===== config.mk =====
export PLATFORM = sky130hd
export DESIGN_NAME = mdp_fifo
export DESIGN_NICKNAME = d
export VERILOG_FILES = /design/src/design/mdp_pkg.sv /design/src/design/mdp_fifo.sv
export SDC_FILE = /design/constraint.sdc
export NUM_CORES = 1
export LEC_CHECK = 0
export BUFFER_PORTS_ARGS = -buffer_cell sky130_fd_sc_hd__clkbuf_2
export CELL_PAD_IN_SITES_DETAIL_PLACEMENT = 0
export CELL_PAD_IN_SITES_GLOBAL_PLACEMENT = 2
export CORE_AREA = 2 2 130 226
export CTS_CLUSTER_SIZE = 40
export DETAILED_ROUTE_END_ITERATION = 10
export DIE_AREA = 0 0 132 228
export PLACE_DENSITY_LB_ADDON = 0.1
export SLEW_MARGIN = 20
export SYNTH_ARGS = -nofsm -noshare
export SYNTH_HDL_FRONTEND = slang
export SYNTH_SLANG_ARGS = --single-unit

===== constraint.sdc =====
create_clock -name clk -period 2.85 [get_ports clk]
set_input_delay 0.1425 -clock clk [delete_from_list [all_inputs] [get_ports clk]]
set_output_delay 0.1425 -clock clk [all_outputs]
set_load 0.01 [all_outputs]

===== src/design/mdp_pkg.sv =====
// ---------------------------------------------------------------------------
// Mip downsampler package
// Shared sizes, codes and transfer types of the 2x2 mip downsampler.
// ---------------------------------------------------------------------------
package mdp_pkg;

  // Largest supported source level.
  localparam int MAX_WIDTH  = 2048;
  localparam int MAX_HEIGHT = 2048;

  // Configuration port.
  localparam int CFG_W     = 12;
  localparam int CFG_IDX_W = 1;
  localparam logic [CFG_IDX_W-1:0] CFG_SRC_WIDTH  = 1'b0;
  localparam logic [CFG_IDX_W-1:0] CFG_SRC_HEIGHT = 1'b1;

  // Pixel format: four 8-bit channels, red in the low byte.
  localparam int CH_W  = 8;
  localparam int PIX_W = 4 * CH_W;

  // Source counters and destination sizes.
  localparam int SCOL_W = $clog2(MAX_WIDTH);
  localparam int SROW_W = $clog2(MAX_HEIGHT);
  localparam int DSZ_W  = SCOL_W;
  localparam int HSZ_W  = SROW_W;

  // Destination coordinates as seen on the output channel.
  localparam int DCOL_W = 10;
  localparam int DROW_W = 10;

  // Row stores.
  localparam int BANK_DEPTH = MAX_WIDTH / 2;
  localparam int DEST_DEPTH = MAX_WIDTH / 2;

  // Bottom padding position, up to three padded rows.
  localparam int PAD_W = DSZ_W + 1;

  // Queue between front and back.
  localparam int FIFO_DEPTH = 4;
  localparam int FIFO_AW    = $clog2(FIFO_DEPTH);

  // Input item kinds.
  typedef enum logic {
    KIND_PIXEL = 1'b0,
    KIND_FLUSH = 1'b1
  } kind_t;

  // Job kinds carried through the queue.
  typedef enum logic {
    OP_PIXEL = 1'b0,
    OP_PAD   = 1'b1
  } op_t;

  // Level geometry derived from the configuration registers.
  typedef struct packed {
    logic [SCOL_W:0]   w;
    logic [SROW_W:0]   h;
    logic              w_one;
    logic              h_one;
    logic [DSZ_W-1:0]  dw;
    logic [DSZ_W-1:0]  pw;
    logic [HSZ_W-1:0]  dh;
    logic [HSZ_W-1:0]  ph;
  } geom_t;

  // One destination job: a run of columns col..end_col on one row.
  typedef struct packed {
    op_t               op;
    logic [PIX_W-1:0]  pix;
    logic [DCOL_W-1:0] col;
    logic [DCOL_W-1:0] end_col;
    logic [DROW_W-1:0] row;
    logic              last_end;
    logic [DCOL_W-1:0] idx;
  } job_t;

endpackage


===== src/design/mdp_fifo.sv =====
// ---------------------------------------------------------------------------
// Mip downsampler job queue
// Short first-in first-out queue of destination jobs between front and back.
// ---------------------------------------------------------------------------
module mdp_fifo import mdp_pkg::*; (
  input  logic clk,
  input  logic rst_n,
  input  logic push_valid,
  input  job_t push_job,
  output logic push_ready,
  output logic pop_valid,
  output job_t pop_job,
  input  logic pop_ready
);

  job_t               mem_r [FIFO_DEPTH];
  logic [FIFO_AW-1:0] wr_ptr_r, wr_ptr_nxt;
  logic [FIFO_AW-1:0] rd_ptr_r, rd_ptr_nxt;
  logic [FIFO_AW:0]   count_r, count_nxt;
  logic               do_push, do_pop;

  assign push_ready = (count_r != (FIFO_AW+1)'(FIFO_DEPTH));
  assign pop_valid  = (count_r != '0);
  assign pop_job    = mem_r[rd_ptr_r];
  assign do_push    = push_valid && push_ready;
  assign do_pop     = pop_valid && pop_ready;

  // Pointer and occupancy update.
  always_comb begin
    wr_ptr_nxt = do_push ? wr_ptr_r + FIFO_AW'(1) : wr_ptr_r;
    rd_ptr_nxt = do_pop  ? rd_ptr_r + FIFO_AW'(1) : rd_ptr_r;
    count_nxt  = count_r;
    if (do_push && !do_pop) begin
      count_nxt = count_r + (FIFO_AW+1)'(1);
    end else if (do_pop && !do_push) begin
      count_nxt = count_r - (FIFO_AW+1)'(1);
    end
  end

  always_ff @(posedge clk) begin
    if (!rst_n) begin
      wr_ptr_r <= '0;
      rd_ptr_r <= '0;
      count_r  <= '0;
    end else begin
      wr_ptr_r <= wr_ptr_nxt;
      rd_ptr_r <= rd_ptr_nxt;
      count_r  <= count_nxt;
    end
  end

  // Entry storage.
  always_ff @(posedge clk) begin
    if (do_push) begin
      mem_r[wr_ptr_r] <= push_job;
    end
  end

endmodule


==> flow_metrics.env, run 1 <==
export IMPL_dp_hpwl_um=14100
export IMPL_finalPower_uw=12100
export IMPL_start_util_pct=39.3
export IMPL_synthArstFlopShare_pct=0
export IMPL_reg2reg_slack_ns=0.47
export IMPL_die_h_um=228
export IMPL_vdd_ir_drop_max_mv=0.534
export IMPL_p_int_uw=8960
export IMPL_synth_most_common_cell="edfxtp_1"
export IMPL_io_pins=154
export IMPL_fin_setup_tns_ns=0
export IMPL_hold_viol=0
export IMPL_fin_worst_skew_ns=0.0121
export IMPL_dieArea_sq_um=30100
export IMPL_worstPathMaxFanout=7
export IMPL_area_growth_pct=26.5
export IMPL_tightest_slew_ns=0.656
export IMPL_synth_area_per_cell_sq_um=25.7
export IMPL_drv_slew=0
export IMPL_fillCellCount=2349
export IMPL_die_w_um=132
export IMPL_p_leak_uw=0.00479
export IMPL_p_per_area_nw_per_um2=860
export IMPL_final_area_sq_um=14100
export IMPL_drt_pass1_iterations=4
export IMPL_cap_viol_max_count=0
export IMPL_wirelength_um=22900
export IMPL_r2r_start="count_r[0]"
export IMPL_timing_fmax_mhz=420
export IMPL_cts_path_max_buffers=3
export IMPL_synthesis_instances=434
export IMPL_cts_hold_buffers_added=75
export IMPL_synth_edf_count=296
export IMPL_routed_via_density=4.89
export IMPL_switching_power_uw=3180
export IMPL_cts_tree="done"
export IMPL_synth_top_cell_area_share_pct=79.7
export IMPL_ys_flop_type="edfxtp_1"
export IMPL_seq_area_frac_synth_pct=81.3
export IMPL_post_cts_buffers=0
export IMPL_io_buffers=153
export IMPL_first_global_vias=6096
export IMPL_whs_ns=0.0641
export IMPL_period_share_pct=83.5
export IMPL_synthTopCellsByCount="edfxtp_1 (296), mux4_2 (74), dfxtp_1 (9)"
export IMPL_crit_arrival_ns=2.84
export IMPL_place_area_sq_um=12500
export IMPL_status="finished, final reports clean"
export IMPL_rsz0062_at_grt="false"
export IMPL_cts_root_buf="clkbuf_16"
export IMPL_period_minus_slack_ns=2.38
export IMPL_synth_area_sq_um=11200
export IMPL_start_kind="register"
export IMPL_p_clk_share_pct=30.1
export IMPL_synth_cell_types=23
export IMPL_path_class="reg -> reg"
export IMPL_hold_path_class="in -> reg"
export IMPL_track_usage_pct=15.4
export IMPL_vias=5322
export IMPL_cp_data_required_time_ns=3.31
export IMPL_setup_viol_count_final=0
export IMPL_syn_num_nets=518
export IMPL_cts_sinks=305
export IMPL_switching_share_pct=26.2
export IMPL_cts_resized_gates=0
export IMPL_synth_area_leaders="edfxtp_1 (80%), mux4_2 (15%), dfxtp_1 (1.6%)"
export IMPL_grt_overflow_total=0
export IMPL_drc=0
export IMPL_clk_latency_ns=0.54
export IMPL_core_sq_um=28400
export IMPL_min_to="wr_ptr_r[0]"
export IMPL_hold_depth=3
export IMPL_grt_pass1_wl_um=35100
export IMPL_rr_endpoint="count_r[2]"
export IMPL_drtAntennaViolNets=0
export IMPL_antenna_found_initial=0
export IMPL_htreeDepth=1
export IMPL_yosys_area_top_type="edfxtp_1"
export IMPL_drt_iter0_drc=370
export IMPL_wl_per_cell_um=21.0
export IMPL_place_gp_congestion=0.690
export IMPL_yosys_warnings=0
export IMPL_clk_pin_slew_ns=0.06
export IMPL_synth_seq_cells=305
export IMPL_layout_drive_gt1_share_pct=40.3
export IMPL_slew_headroom_pct=56.2
export IMPL_rr_worst_depth=8
export IMPL_min_delay_start="push_valid"
export IMPL_grt_max_degree=75
export IMPL_diodes=0
export IMPL_cts_buffers=28
export IMPL_pwr_share_seq_pct=46.2
export IMPL_p_comb_share_pct=23.7
export IMPL_nNetsFinal=774
export IMPL_num_rows=82
export IMPL_setup_worst_path_end_class="register"
-- worst max-delay path, cell delays in order (launching register included) --
cell and delay [ns]:
dfxtp_1 0.46, nor2_1 0.10, a21boi_2 0.36, ha_1 0.26, inv_1 0.06, fa_1 0.38
xor2_1 0.17, or3_1 0.31, a21boi_0 0.19
-- cells in the final DEF, fill, tap and decap left out, types with 5 or more instances in the layout --
| master | n |
|---|---|
| nand2_1 | 5 |
| clkbuf_16 | 29 |
| buf_4 | 9 |
| buf_12 | 6 |
| dlygate4sd3_1 | 75 |
| clkbuf_2 | 153 |
| clkbuf_1 | 9 |
| clkinv_1 | 5 |
| ha_1 | 5 |
| edfxtp_1 | 296 |
| mux4_2 | 74 |
| dfxtp_1 | 7 |
-- kinds of logic after synthesis --
kind of cell	synth area share, %
AOI/OAI and AO/OA	0.404
xor gates and xnor gates	0.314
adders and majority gates	0.740
buffers and inverters	1.26
DFF	81.3
muxes	15.2
and+or+nand+nor	0.818
-- power by group through the flow --
stage	clock network, uW	logic, uW	registers [uW]
after floorplan	0	1870	5630
after global placement	0	2870	5680
after detailed placement	0	2900	5720
after CTS	3760	2990	5620
after global routing	3920	3120	5660
final	3660	2870	5610
-- cell type report --
class	instances	area [sq um]	area share, %
flip-flops and latches	305	9080	64.3
repair buffers	243	1700	12.1
well taps	378	473	3.35
clock inverters	12	131	0.931
multi-input cells	109	1960	13.9
clock buffers	38	759	5.38
inverters	3	11.3	0.0798
-- per-layer routing --
layer / wire length, um / up-vias / global-route usage, %
met5: 0 / - / 0
met4: 380 / 0 / 4.42
met3: 948 / 27 / 2.78
met2: 13000 / 120 / 29.4
met1: 8510 / 2816 / 17.5
li1: - / 2359 / -
-- metrics by stage --
step	instances	setup WS [ns]	utilization, %
after floorplan	434	0.641	-
after global routing	1088	0.288	49.7
after detailed placement	963	0.456	43.9
after global placement	963	0.610	43.9
after CTS	1088	0.407	49.7
final	1088	0.471	49.7
-- state kept, by name, indices dropped and copies added, names as in the netlist, named ones only --
name and count:
mem_r 296, count_r 3, rd_ptr_r 2, wr_ptr_r 2
-- worst max path at each step --
| stage | start | cells past startpoint | slack (ns) | endpoint |
|---|---|---|---|---|
| global route | count_r[0] | 8 | 0.29 | count_r[2] |
| finish | count_r[0] | 8 | 0.47 | count_r[2] |
| CTS | register | 3 | 0.41 | pop_job[52] |
| detailed placement | count_r[0] | 8 | 0.46 | count_r[2] |
| global placement | count_r[0] | 8 | 0.61 | count_r[2] |
| floorplan | count_r[0] | 3 | 0.64 | mem_r[0][0] |
Power figures use the tool's default switching activity.
==> inputs of run 2 (changes only) <==
Settings changed: ABC_AREA set to 1, CORE_AREA 2 2 130 226 to 2 2 131 229, DIE_AREA 0 0 132 228 to 0 0 133 231.
Clock period 2.85 ns to 2.35 ns, I/O delays scaled along.
==> run 2 against run 1 <==
Non-clock buffer count is 22 higher. Largest cell class unchanged. Clock power grew 17%. Sequential share of layout area fell by 2.1 points. Highest routed layer unchanged. Largest power group unchanged. Critical endpoint is now pop_job[31].
==> flow_metrics.env, run 2 <==
export IMPL_status="finished, final reports clean"
export IMPL_syn_num_nets=868
export IMPL_ys_flop_type="edfxtp_1"
export IMPL_period_minus_slack_ns=2.20
export IMPL_multiInputGateArea_sq_um=2040
export IMPL_nNetsFinal=1115
export IMPL_clk_latency_ns=0.54
export IMPL_tightest_slew_ns=0.626
export IMPL_min_delay_start="push_job[50]"
export IMPL_hold_path_class="in -> reg"
export IMPL_die_h_um=231
export IMPL_post_cts_buffers=0
export IMPL_cts_tree="done"
export IMPL_path_class="reg -> out"
export IMPL_start_util_pct=39.5
export IMPL_finalPower_uw=15000
export IMPL_io_pins=154
export IMPL_core_sq_um=29000
export IMPL_r2r_start="wr_ptr_r[0]"
export IMPL_grt_overflow_total=0
export IMPL_timing_fmax_mhz=455
export IMPL_worstPathMaxFanout=48
export IMPL_synthArstFlopShare_pct=0
export IMPL_yosys_warnings=0
export IMPL_synthesis_instances=784
export IMPL_crit_arrival_ns=2.08
export IMPL_area_growth_pct=27.5
export IMPL_drtAntennaViolNets=0
export IMPL_diodes=0
export IMPL_place_gp_congestion=0.764
export IMPL_die_w_um=133
export IMPL_vias=7268
export IMPL_grt_pass1_wl_um=42200
export IMPL_cp_data_required_time_ns=2.23
export IMPL_fin_worst_skew_ns=0.0106
export IMPL_final_area_sq_um=14600
export IMPL_grt_max_degree=131
export IMPL_antenna_found_initial=0
export IMPL_place_area_sq_um=12900
export IMPL_cts_buffers=28
export IMPL_synth_seq_cells=305
export IMPL_drc=0
export IMPL_final_common_cell="edfxtp_1"
export IMPL_regArea_sq_um=9070
export IMPL_most_common_layout_cells="edfxtp_1 (296), nor2_1 (158), clkbuf_2 (153)"
export IMPL_wirelength_um=27900
export IMPL_synth_edf_count=296
export IMPL_fillCellCount=2528
export IMPL_seq_area_frac_synth_pct=79.2
export IMPL_first_global_vias=7509
export IMPL_clk_pin_slew_ns=0.07
export IMPL_layout_drive_gt1_share_pct=22.3
export IMPL_track_usage_pct=17.8
export IMPL_htreeDepth=1
export IMPL_io_buffers=153
export IMPL_drt_pass1_iterations=5
export IMPL_synth_area_leaders="edfxtp_1 (78%), nor2_1 (5.3%), o21ai_0 (4.2%)"
export IMPL_yosys_area_top_type="edfxtp_1"
export IMPL_cts_sinks=305
export IMPL_start_kind="register"
export IMPL_top_regs="mem_r x296, count_r x3"
export IMPL_setup_worst_path_end_class="output port"
export IMPL_synth_area_sq_um=11400
export IMPL_cts_path_max_buffers=3
export IMPL_drt_iter0_drc=436
export IMPL_p_per_area_nw_per_um2=1030
export IMPL_dieArea_sq_um=30700
export IMPL_p_leak_uw=0.00519
export IMPL_cap_viol_max_count=0
export IMPL_top_register="mem_r"
export IMPL_rsz0062_at_grt="false"
export IMPL_routed_via_density=5.06
export IMPL_vdd_ir_drop_max_mv=0.678
export IMPL_wl_per_cell_um=19.5
export IMPL_largest_register_ffs=296
export IMPL_setup_viol_count_final=0
export IMPL_synth_cell_types=20
export IMPL_synthTopCellsByCount="edfxtp_1 (296), nor2_1 (162), o21ai_0 (95)"
export IMPL_cts_root_buf="clkbuf_16"
export IMPL_drv_slew=0
export IMPL_synth_most_common_cell="edfxtp_1"
export IMPL_dp_hpwl_um=16300
export IMPL_period_share_pct=93.5
export IMPL_synth_area_per_cell_sq_um=14.6
export IMPL_slew_headroom_pct=58.2
export IMPL_num_rows=83
export IMPL_synth_top_cell_area_share_pct=77.7
export IMPL_hold_viol=0
-- run 2: cells by family (layout without fill, tap and decap cells) --
kind of cell / Yosys count / after routing / share of synthesized area [%]
AOI/OAI and AO/OA: 226 / 226 / 10.7
DFF: 305 / 305 / 79.2
adders and majority gates: 6 / 6 / 0.722
and+or+nand+nor: 182 / 182 / 6.05
xor gates and xnor gates: 1 / 1 / 0.0766
buffers and inverters: 64 / 333 / 3.21
-- run 2: critical path: stages, from the launching register on --
cell	delay [ns]
dfxtp_4	0.40
inv_6	0.30
buf_12	0.30
nor2_1	0.07
o22ai_1	0.26
clkbuf_2	0.18
-- run 2: repair_timing --
item	CTS	global route
gates cloned	0	1
endpoints found under the setup margin	8	14
resized for setup	3	2
hold buffers	79	0
hold endpoints to repair	305	0
pin swaps	0	0
-- run 2: worst paths after layout --
check                                     to  slack (ns)  cells past startpoint
worst max register to register   wr_ptr_r[1]        0.16                      7
worst min register to register      register        0.50                      2
worst min-delay path            mem_r[2][50]        0.34                      2
worst max-delay path             pop_job[31]        0.15                      5
-- run 2: cell type report --
type	count	area share, %
inverter	16	0.455
sequential	305	62.2
tap	382	3.28
clock buffer	36	5.16
timing repair buffer	265	14.2
multi-input combinational	415	14.0
clock inverter	16	0.738
-- run 2: layer usage --
layer  vias up  part of all wire (%)  global-route usage, %
met1      3615                    39                   20.9
met2       178                    54                   32.7
met3        38                   4.3                   2.81
li1       3437                     -                      -
met5         -                     0                      0
met4         0                   2.5                   6.42
-- run 2: report_power, final --
part	total (uW)	switching (uW)	leakage [uW]	internal [uW]
logic	3990	2550	0.00199	1440
clock network	4270	1900	0.000419	2370
registers	6770	167	0.00279	6610
-- run 2: metrics by stage --
stage	TNS [ns]	hold WS, ns	worst slack [ns]	util (%)	std cells
final	0	0.341	0.152	50.3	1435
after global routing	0	0.328	0.0153	50.3	1435
after CTS	0	0.313	0.0159	50.2	1434
after detailed placement	0	0.339	0.393	44.5	1303
after global placement	0	0.333	0.466	44.5	1303
after floorplan	-230.87	0.216	-0.780	-	784
==> inputs of run 3 (changes only) <==
Settings changed: CTS_BUF_LIST set to sky130_fd_sc_hd__clkbuf_8.
Clock period 2.35 ns to 2.55 ns, I/O delays scaled along.
==> run 3 against run 2 <==
Critical path depth decreased by 1. Final area down 2.3%. Count of clock-buffer cells in the layout is 11 higher. Wire length shrank 2.4%. Sequential power down 8.0%. Die area unchanged. Utilization decreased by 1.1 points. Total power shrank 11%. Non-clock buffer count decreased by 21. Via count rose by 0.36%. Largest power group unchanged. Highest routed layer unchanged.
==> flow_metrics.env, run 3 (same netlist as run 2, synthesis figures left out) <==
export IMPL_status="finished, final reports clean"
export IMPL_cp_num_buf_inv=2
export IMPL_dieArea_sq_um=30700
export IMPL_grt_use_met3_pct=3.47
export IMPL_cap_viol_max_count=0
export IMPL_most_common_layout_cells="edfxtp_1 (296), nor2_1 (158), clkbuf_2 (153)"
export IMPL_drv_slew=0
export IMPL_vdd_ir_drop_max_mv=0.501
export IMPL_cts_sinks=305
export IMPL_clk_latency_ns=0.56
export IMPL_p_per_area_nw_per_um2=936
export IMPL_whs_ns=0.322
export IMPL_clk_pin_slew_ns=0.06
export IMPL_reg2reg_slack_ns=0.39
export IMPL_track_usage_pct=17.7
export IMPL_critPathMaxStageDelay_ns=0.48
export IMPL_busiest_layer="met2"
export IMPL_rr_endpoint="count_r[2]"
export IMPL_largest_register_ffs=296
export IMPL_cts_tree="done"
export IMPL_period_minus_slack_ns=2.43
export IMPL_final_common_cell="edfxtp_1"
export IMPL_die_w_um=133
export IMPL_first_global_vias=7570
export IMPL_io_pins=154
export IMPL_worstPathMaxFanout=148
export IMPL_cp_data_required_time_ns=2.42
export IMPL_fin_worst_skew_ns=0.00752
export IMPL_place_gp_congestion=0.743
export IMPL_crit_path_end="pop_job[27]"
export IMPL_place_inst=1285
export IMPL_finalPower_uw=13300
export IMPL_dp_hpwl_um=15100
export IMPL_drtAntennaViolNets=0
export IMPL_top_register="mem_r"
export IMPL_wl_per_cell_um=18.8
export IMPL_grt_max_degree=149
export IMPL_num_rows=83
export IMPL_start_kind="register"
export IMPL_r2r_start="count_r[0]"
export IMPL_setup_viol_count_final=0
export IMPL_timing_fmax_mhz=412
export IMPL_cts_path_max_buffers=3
export IMPL_vias=7294
export IMPL_rsz0062_at_grt="false"
export IMPL_period_share_pct=95.1
export IMPL_cpMaxStageDelayCell="buf_12"
export IMPL_htreeDepth=2
export IMPL_path_depth=4
export IMPL_core_sq_um=29000
export IMPL_slew_headroom_pct=56.9
export IMPL_p_leak_uw=0.00512
export IMPL_grt_use_met1_pct=20.3
export IMPL_area_growth_pct=24.6
export IMPL_drt_iter0_drc=377
export IMPL_grt_overflow_total=0
export IMPL_crit_family="buffers and inverters"
export IMPL_utilization_pct=49.2
export IMPL_hold_path_class="in -> reg"
export IMPL_layout_drive_gt1_share_pct=21.6
export IMPL_routed_via_density=5.04
export IMPL_cts_buffers=45
export IMPL_drt_pass1_iterations=6
export IMPL_tightest_slew_ns=0.646
export IMPL_rr_worst_depth=13
export IMPL_stdcell_count=1447
export IMPL_antenna_found_initial=1
export IMPL_worstPathCellList="buf_12, o21ai_0, o22ai_1, clkbuf_2"
export IMPL_cts_root_buf="clkbuf_8"
export IMPL_wirelength_um=27200
export IMPL_io_buffers=153
export IMPL_path_class="reg -> out"
export IMPL_hold_viol=0
export IMPL_met2_usage_pct=32.0
export IMPL_die_h_um=231
export IMPL_crit_arrival_ns=2.30
export IMPL_grt_pass1_wl_um=41700
export IMPL_top_regs="mem_r x296, count_r x3"
export IMPL_drc=0
export IMPL_nNetsFinal=1111
export IMPL_fillCellCount=2534
export IMPL_setup_worst_path_end_class="output port"
export IMPL_start_util_pct=39.5
-- run 3: cell count changes in the layout (fill, tap and decap cells not counted), sizes merged, moves of 2 or more --
cell / change
buf: -18
clkinv: +4
dlygate4sd3: -2
inv: +17
clkbuf: +10
-- run 3: layout make-up --
type                    count  area (sq um)  area share [%]
inverters                  16          62.6           0.439
repair buffers            244          1750            12.3
clock inverters            37           201            1.41
clock buffers              47           647            4.54
well taps                 382           478            3.35
flip-flops and latches    305          9070            63.6
diodes                      1          2.50          0.0176
multi-input cells         415          2040            14.3
-- run 3: worst register-to-register path, delay by kind of cell (launching register included) --
kind	cells	cell delay, ns
adder cells (fa/ha/maj)	2	0.58
buffers and inverters	3	0.34
flip-flops	1	0.40
AND/OR/NAND/NOR	8	0.75
-- run 3: report_power, final --
group | total, uW | switching (uW) | internal, uW
combinational | 3410 | 2280 | 1140
sequential | 6230 | 137 | 6090
clock | 3710 | 1790 | 1910
-- run 3: worst min-delay path by stage --
| stage | from | end | depth (start not counted) |
|---|---|---|---|
| finish | push_job[61] | mem_r[0][61] | 2 |
| global route | push_job[0] | mem_r[3][0] | 2 |
| CTS | push_job[17] | mem_r[2][17] | 2 |
| detailed placement | push_job[47] | mem_r[2][47] | 1 |
| global placement | push_job[0] | mem_r[3][0] | 1 |
| floorplan | push_job[0] | mem_r[0][0] | 0 |
-- run 3: per-layer routing --
metal | wire length (um) | vias to the layer above
met5 | 0 | -
met4 | 894 | 0
met3 | 1230 | 53
met2 | 14400 | 188
met1 | 10700 | 3617
li1 | - | 3436
-- run 3: timing repair --
item                       4_1_cts  5_1_grt
hold buffers                    77        0
setup endpoints to repair        0        0
gates resized for setup          0        0
buffers inserted                 0        0
hold endpoints to repair       305        0
-- run 3: per-stage QoR --
stage | instance area [sq um] | worst slack (ns) | TNS (ns)
4_1_cts | 14300 | 0.110 | 0
3_5_place_dp | 12600 | 0.377 | 0
5_1_grt | 14300 | 0.0121 | 0
2_1_floorplan | 11500 | -0.580 | -171.67
6_report | 14300 | 0.124 | 0
3_3_place_gp | 12600 | 0.433 | 0
